[config.mk]
export PLATFORM = sky130hd
export DESIGN_NAME = skt_cell
export DESIGN_NICKNAME = d
export VERILOG_FILES = /design/src/skt_pkg.sv /design/src/skt_cell.sv
export SDC_FILE = /design/constraint.sdc
export NUM_CORES = 1
export LEC_CHECK = 0
export ABC_AREA = 0
export BUFFER_PORTS_ARGS = -buffer_cell sky130_fd_sc_hd__buf_2
export CAP_MARGIN = 20
export CELL_PAD_IN_SITES_DETAIL_PLACEMENT = 1
export CELL_PAD_IN_SITES_GLOBAL_PLACEMENT = 1
export CORE_MARGIN = 4
export CORE_UTILIZATION = 34
export DETAILED_ROUTE_END_ITERATION = 7
export GPL_ROUTABILITY_DRIVEN = 0
export PLACE_DENSITY_LB_ADDON = 0.12
export SETUP_SLACK_MARGIN = 0.3
export SYNTH_ARGS = -nofsm -noshare
export SYNTH_HDL_FRONTEND = slang
export SYNTH_SLANG_ARGS = --single-unit
[constraint.sdc]
create_clock -name clk -period 9.15 [get_ports clk]
set_input_delay 1.3725 -clock clk [delete_from_list [all_inputs] [get_ports clk]]
set_output_delay 1.3725 -clock clk [all_outputs]
set_load 0.03 [all_outputs]
[src/skt_pkg.sv]
`timescale 1ns / 1ps
// Shared types and helpers for the streaming k-th largest tracker.
// No dependencies.
package skt_pkg;

  typedef logic signed [31:0] word_t;

  localparam int RankWidth = 7;
  localparam int GroupSize = 8;

  function automatic logic word_greater(input word_t a, input word_t b);
    word_greater = a > b;
  endfunction

endpackage

[src/skt_cell.sv]
`timescale 1ns / 1ps
// One position of the sorted row, largest value at position zero.
// Depends on skt_pkg.
module skt_cell #(
  parameter int IDX = 0,
  parameter int CW  = 7
) (
  input  logic          clk,
  input  logic          upd,
  input  skt_pkg::word_t din,
  input  skt_pkg::word_t prev_val,
  input  logic          prev_gt,
  input  logic [CW-1:0] count,
  input  logic [CW-1:0] rank,
  output skt_pkg::word_t val,
  output logic          gt,
  output skt_pkg::word_t pick
);
  import skt_pkg::*;

  logic live;
  logic active;

  assign live   = CW'(IDX) < count;
  assign active = CW'(IDX) < rank;
  assign gt     = !live || word_greater(din, val);
  assign pick   = (CW'(IDX + 1) == rank) ? val : '0;

  // take the new value at the insert point, shift in from the left above it
  always_ff @(posedge clk) begin
    if (upd && active && gt) begin
      val <= prev_gt ? prev_val : din;
    end
  end

endmodule
* Word-level counts from Yosys, hierarchy flattened
Cells that the tools add are included.
** Word-level totals
- Memory bits (read-only) :: 0
- Latch bits :: 0
- Register bits :: 32
- Word-level logic and storage cells :: 11
- Memories :: 0
- Output and inout bits :: 65
- RAM bits :: 0
** Cells by class
- Bitwise gates (word level) :: 0
- Multipliers :: 0
- Add/subtract/negate cells :: 0
- Multiplexer cells :: 2
- $lt $le $gt $ge :: 3
- Equal/unequal tests :: 1
- Divide/modulo/power cells :: 0
- Shift operators :: 0
- Reductions and logical operators :: 4
** Operator list (count)
- $mux 32 :: 2
- $gt 32x32->1 :: 1
- $lt 1x7->1 const A :: 2
- $eq 1x7->1 const A :: 1
- $logic_and 1x1->1 :: 2
- $logic_not 1->1 :: 1
- $logic_or 1x1->1 :: 1

* Depth between registers and ports, before layout
- Depth after elaboration :: 4
- Depth in mapped cells :: 8
- Mapped depth without buffers :: 8

* Worst setup path before layout
Ideal clock, no wire load.
- Path kind :: input port to flip-flop
- From :: input port din[31]
- To :: register val[0], enable pin
- Required time :: 8.709 ns
- Cell stages on the path :: 7
- Library setup time :: 0.441 ns
- Arrival :: 4.442 ns
- Slack :: 4.267 ns
- Path through :: ha_1 > nand4_2 > nor4_4 > nand4_1 > a31oi_1 > nor4b_2 > nor4_2
** On the way
- Longest elaborated chain between the ends :: 3
** Ends and longest elaborated chain
- start: declaration :: RTL line skt_cell.sv:10 : input skt_pkg::word_t din,
- $gt 32x32->1 :: RTL line skt_pkg.sv:12 : word_greater = a > b;
- $logic_or 1x1->1 :: RTL line skt_cell.sv:26 : assign gt = !live || word_greater(din, val);
- $logic_and 1x1->1 :: RTL line skt_cell.sv:31 : if (upd && active && gt) begin
- end signal: assignment :: RTL line skt_cell.sv:32 : val <= prev_gt ? prev_val : din;
- end: declaration :: RTL line skt_cell.sv:15 : output skt_pkg::word_t val,
No other way between the ends.
A chain may end at the register's enable or synchronous reset.

* Final worst setup path
- From :: input port din[31]
- To :: output port gt
** On the way
- Longest elaborated chain between the ends :: 2
** Ends and longest elaborated chain
- $gt 32x32->1 :: RTL line skt_pkg.sv:12
- $logic_or 1x1->1 :: RTL line skt_cell.sv:26
- end: declaration :: RTL line skt_cell.sv:16 : output logic gt,
No other way between the ends.

==> out/metrics.cfg <==
[outcome]
outcome=finished, final reports clean

[sta]
relSlewSlack=0.474
final-setup-viol-count=0
maxSlewViolCount=0
hold_slack_ns=1.38
rsz_0062_raised_after_global_routing=no
clock-skew-final_ns=0.00769
final_period_minus_worst_setup_slack_ns=4.85
tightestPinTransition_ns=0.789
final_hold_viol_count=0
final_min_period_over_clock_period=0.530
timing.setup.tns_ns=0
fmax_mhz=206

[clock_tree]
cts-buffers-inserted=5
post_cts.resized_instances=0
htree_num_levels=2
clkSlewWorstSetupHoldPaths_ns=0.07
cts_tree=built
cts-hold-fix-buffers=0
clock-root-buffer=sky130_fd_sc_hd__clkbuf_8
clock_insertion_delay_worst_skew_ns=0.28
cts_post_setup_buffers_inserted=0
numClockSinks=32
clk_path_buf_depth=2

[floorplanning]
placeableCoreArea_um2=6870
rows=30
die_h_um=92.6
initial_utilization=0.354
fp.dieArea_um2=8570
ioPinCount=146
die_width_um=92.6

[critical_path]
timing.critical_path.arrival_ns=3.47
slowest_stage=sky130_fd_sc_hd__nor4b_1
cp_num_buf_inv=2
crit_path_max_incr_delay_ns=0.66
reg2reg_from=val[14]$_DFFE_PP_
worst_ep_required_time_ns=7.78
path_common_cell=sky130_fd_sc_hd__buf_2
reg2reg_setup_slack_ns=5.80
crit_path_start_kind=primary input
worst_path_cell_trace=buf_2, ha_1, nand4_2, nor4_4, nand4_1, nor4b_1, nor3_1, buf_2
worst-setup-path-type=primary input to output pin
worst-r2r-cell-count=9
critical_path.max_fanout=3
critPathTopFamily=simple AND/OR/NAND/NOR gates
reg2reg_to=val[9]$_DFFE_PP_
worst_setup_path_end_kind=output pin

[finish]
area_growth_pct=39.8
final_common_cell=sky130_fd_sc_hd__buf_2
most-common-layout-cells=sky130_fd_sc_hd__buf_2, sky130_fd_sc_hd__inv_1, sky130_fd_sc_hd__nor3_1
insertedDiodeCount=0
largest_registers=val x32
final_area_um2=3400
multiInputGateArea_um2=1310
largest_register_ffs=32
largest-register=val
final-seq-area_um2=961
layoutNonFillerInstCount=472
finalNetCount=488
fill_cells=852
layout-drive-gt1-share=0.513

[synth]
syn_inst=230
async_reset_ff_frac=0
yosys_warnings=0
mappedNetlistNets=343
ys_seq_elements=32
synth.avg_cell_area_um2=10.6
synth_enable_flop_cells=32
synth-main-ff-cell=sky130_fd_sc_hd__edfxtp_1
post_synth_num_cell_types=28
synth_seq_area_share=0.395
mappedNetlistArea_um2=2430

[power_and_ir_drop]
cellLeakagePower_uw=0.00172
vdd.ir_drop.worst_uv=71.5
totalPowerFinal_uw=468
p_per_area_nw_per_um2=138

[grt]
vias_in_the_first_global_route=2462
grt_max_degree=34
grt_antenna_before_repair=0
wire_length_of_the_first_global_routing_pass_mm=12.0
global_route.overflow_total=0
grt_use_total=0.177

[min_path]
hp-start=prev_val[0]
min_delay_path_depth=3
hold_path_class=primary input to register
min_delay_worst_endpoint=val[0]$_DFFE_PP_

[job]
maxCapViolCount=0

[place]
port-buffer-count=145
detailed_place_hpwl_mm=6.14
placedCellCount=464
postPlaceCellArea_um2=3290

[route]
wl_mm=7.61
routedWlPerCell_um=16.1
drt_pass1_iterations=4
detail_route.drc_violations=0
initial_drc_count=64
ant_nets=0
avgViaCountPerCell=4.84
via_count=2283

layout make-up:
| type | count | area share |
|---|---|---|
| Sequential cell | 32 | 0.283 |
| Inverter | 34 | 0.0376 |
| Timing Repair Buffer | 148 | 0.226 |
| Multi-Input combinational cell | 154 | 0.387 |
| Clock buffer | 6 | 0.0214 |
| Clock inverter | 2 | 0.0103 |
| Tap cell | 96 | 0.0353 |
cell usage after synthesis, types with 2 or more instances:
cell / n / area share
sky130_fd_sc_hd__a21o_1: 4 / 0.012
sky130_fd_sc_hd__a21oi_1: 12 / 0.025
sky130_fd_sc_hd__clkbuf_1: 10 / 0.015
sky130_fd_sc_hd__edfxtp_1: 32 / 0.40
sky130_fd_sc_hd__ha_1: 32 / 0.16
sky130_fd_sc_hd__inv_1: 34 / 0.052
sky130_fd_sc_hd__mux2_2: 31 / 0.14
sky130_fd_sc_hd__nand2_1: 8 / 0.012
sky130_fd_sc_hd__nand4_1: 5 / 0.013
sky130_fd_sc_hd__nor2_1: 3 / 0.0046
sky130_fd_sc_hd__nor3_1: 34 / 0.070
sky130_fd_sc_hd__nor4_1: 2 / 0.0051
sky130_fd_sc_hd__nor4_4: 2 / 0.017
sky130_fd_sc_hd__o21ai_0: 7 / 0.014
cells by family (layout without fill, tap and decap cells):
group / Yosys count / count (layout) / synth area share
AND/OR/NAND/NOR: 64 / 64 / 0.160
buffers and inverters: 44 / 190 / 0.0679
adder cells (fa/ha/maj): 32 / 32 / 0.165
flip-flops: 32 / 32 / 0.395
multiplexers: 31 / 31 / 0.144
AO/OA/AOI/OAI: 27 / 27 / 0.0685
through the flow:
stage                      util  setup slack [ns]
final                     0.495              4.30
after global routing      0.495              4.13
after CTS                 0.495              4.27
after detailed placement  0.479              4.30
after global placement    0.475              4.35
after floorplan               -              4.27
power breakdown:
part           switching, uW  leakage [uW]  internal (uW)  total (uW)
combinational           88.1       0.00136           55.1         143
clock                   58.1     0.0000552           80.9         139
sequential              6.02      0.000305            180         186
tightest hold or removal path, cell delays in order:
cell                      delay [ns]
sky130_fd_sc_hd__buf_2          0.08
sky130_fd_sc_hd__nand2_1        0.04
sky130_fd_sc_hd__o21ai_0        0.06
how the worst max path moves through the flow:
stage                     slack (ns)    start  cells after the start               end
after floorplan                 4.27  din[31]                      7  val[0]$_DFFE_PP_
after global placement          4.35  din[14]                      9                gt
after detailed placement        4.30  din[31]                      8                gt
after CTS                       4.27  din[31]                      8                gt
after global routing            4.13  din[31]                      8                gt
final                           4.30  din[31]                      8                gt
routing by layer:
metal,part of all wire,track usage,vias up
met5,0,0,-
met4,0.0068,0.0297,0
met3,0.082,0.0536,5
met2,0.49,0.312,90
met1,0.42,0.214,1053
li1,-,-,1135
No activity file was read; power rests on OpenSTA's default activity.
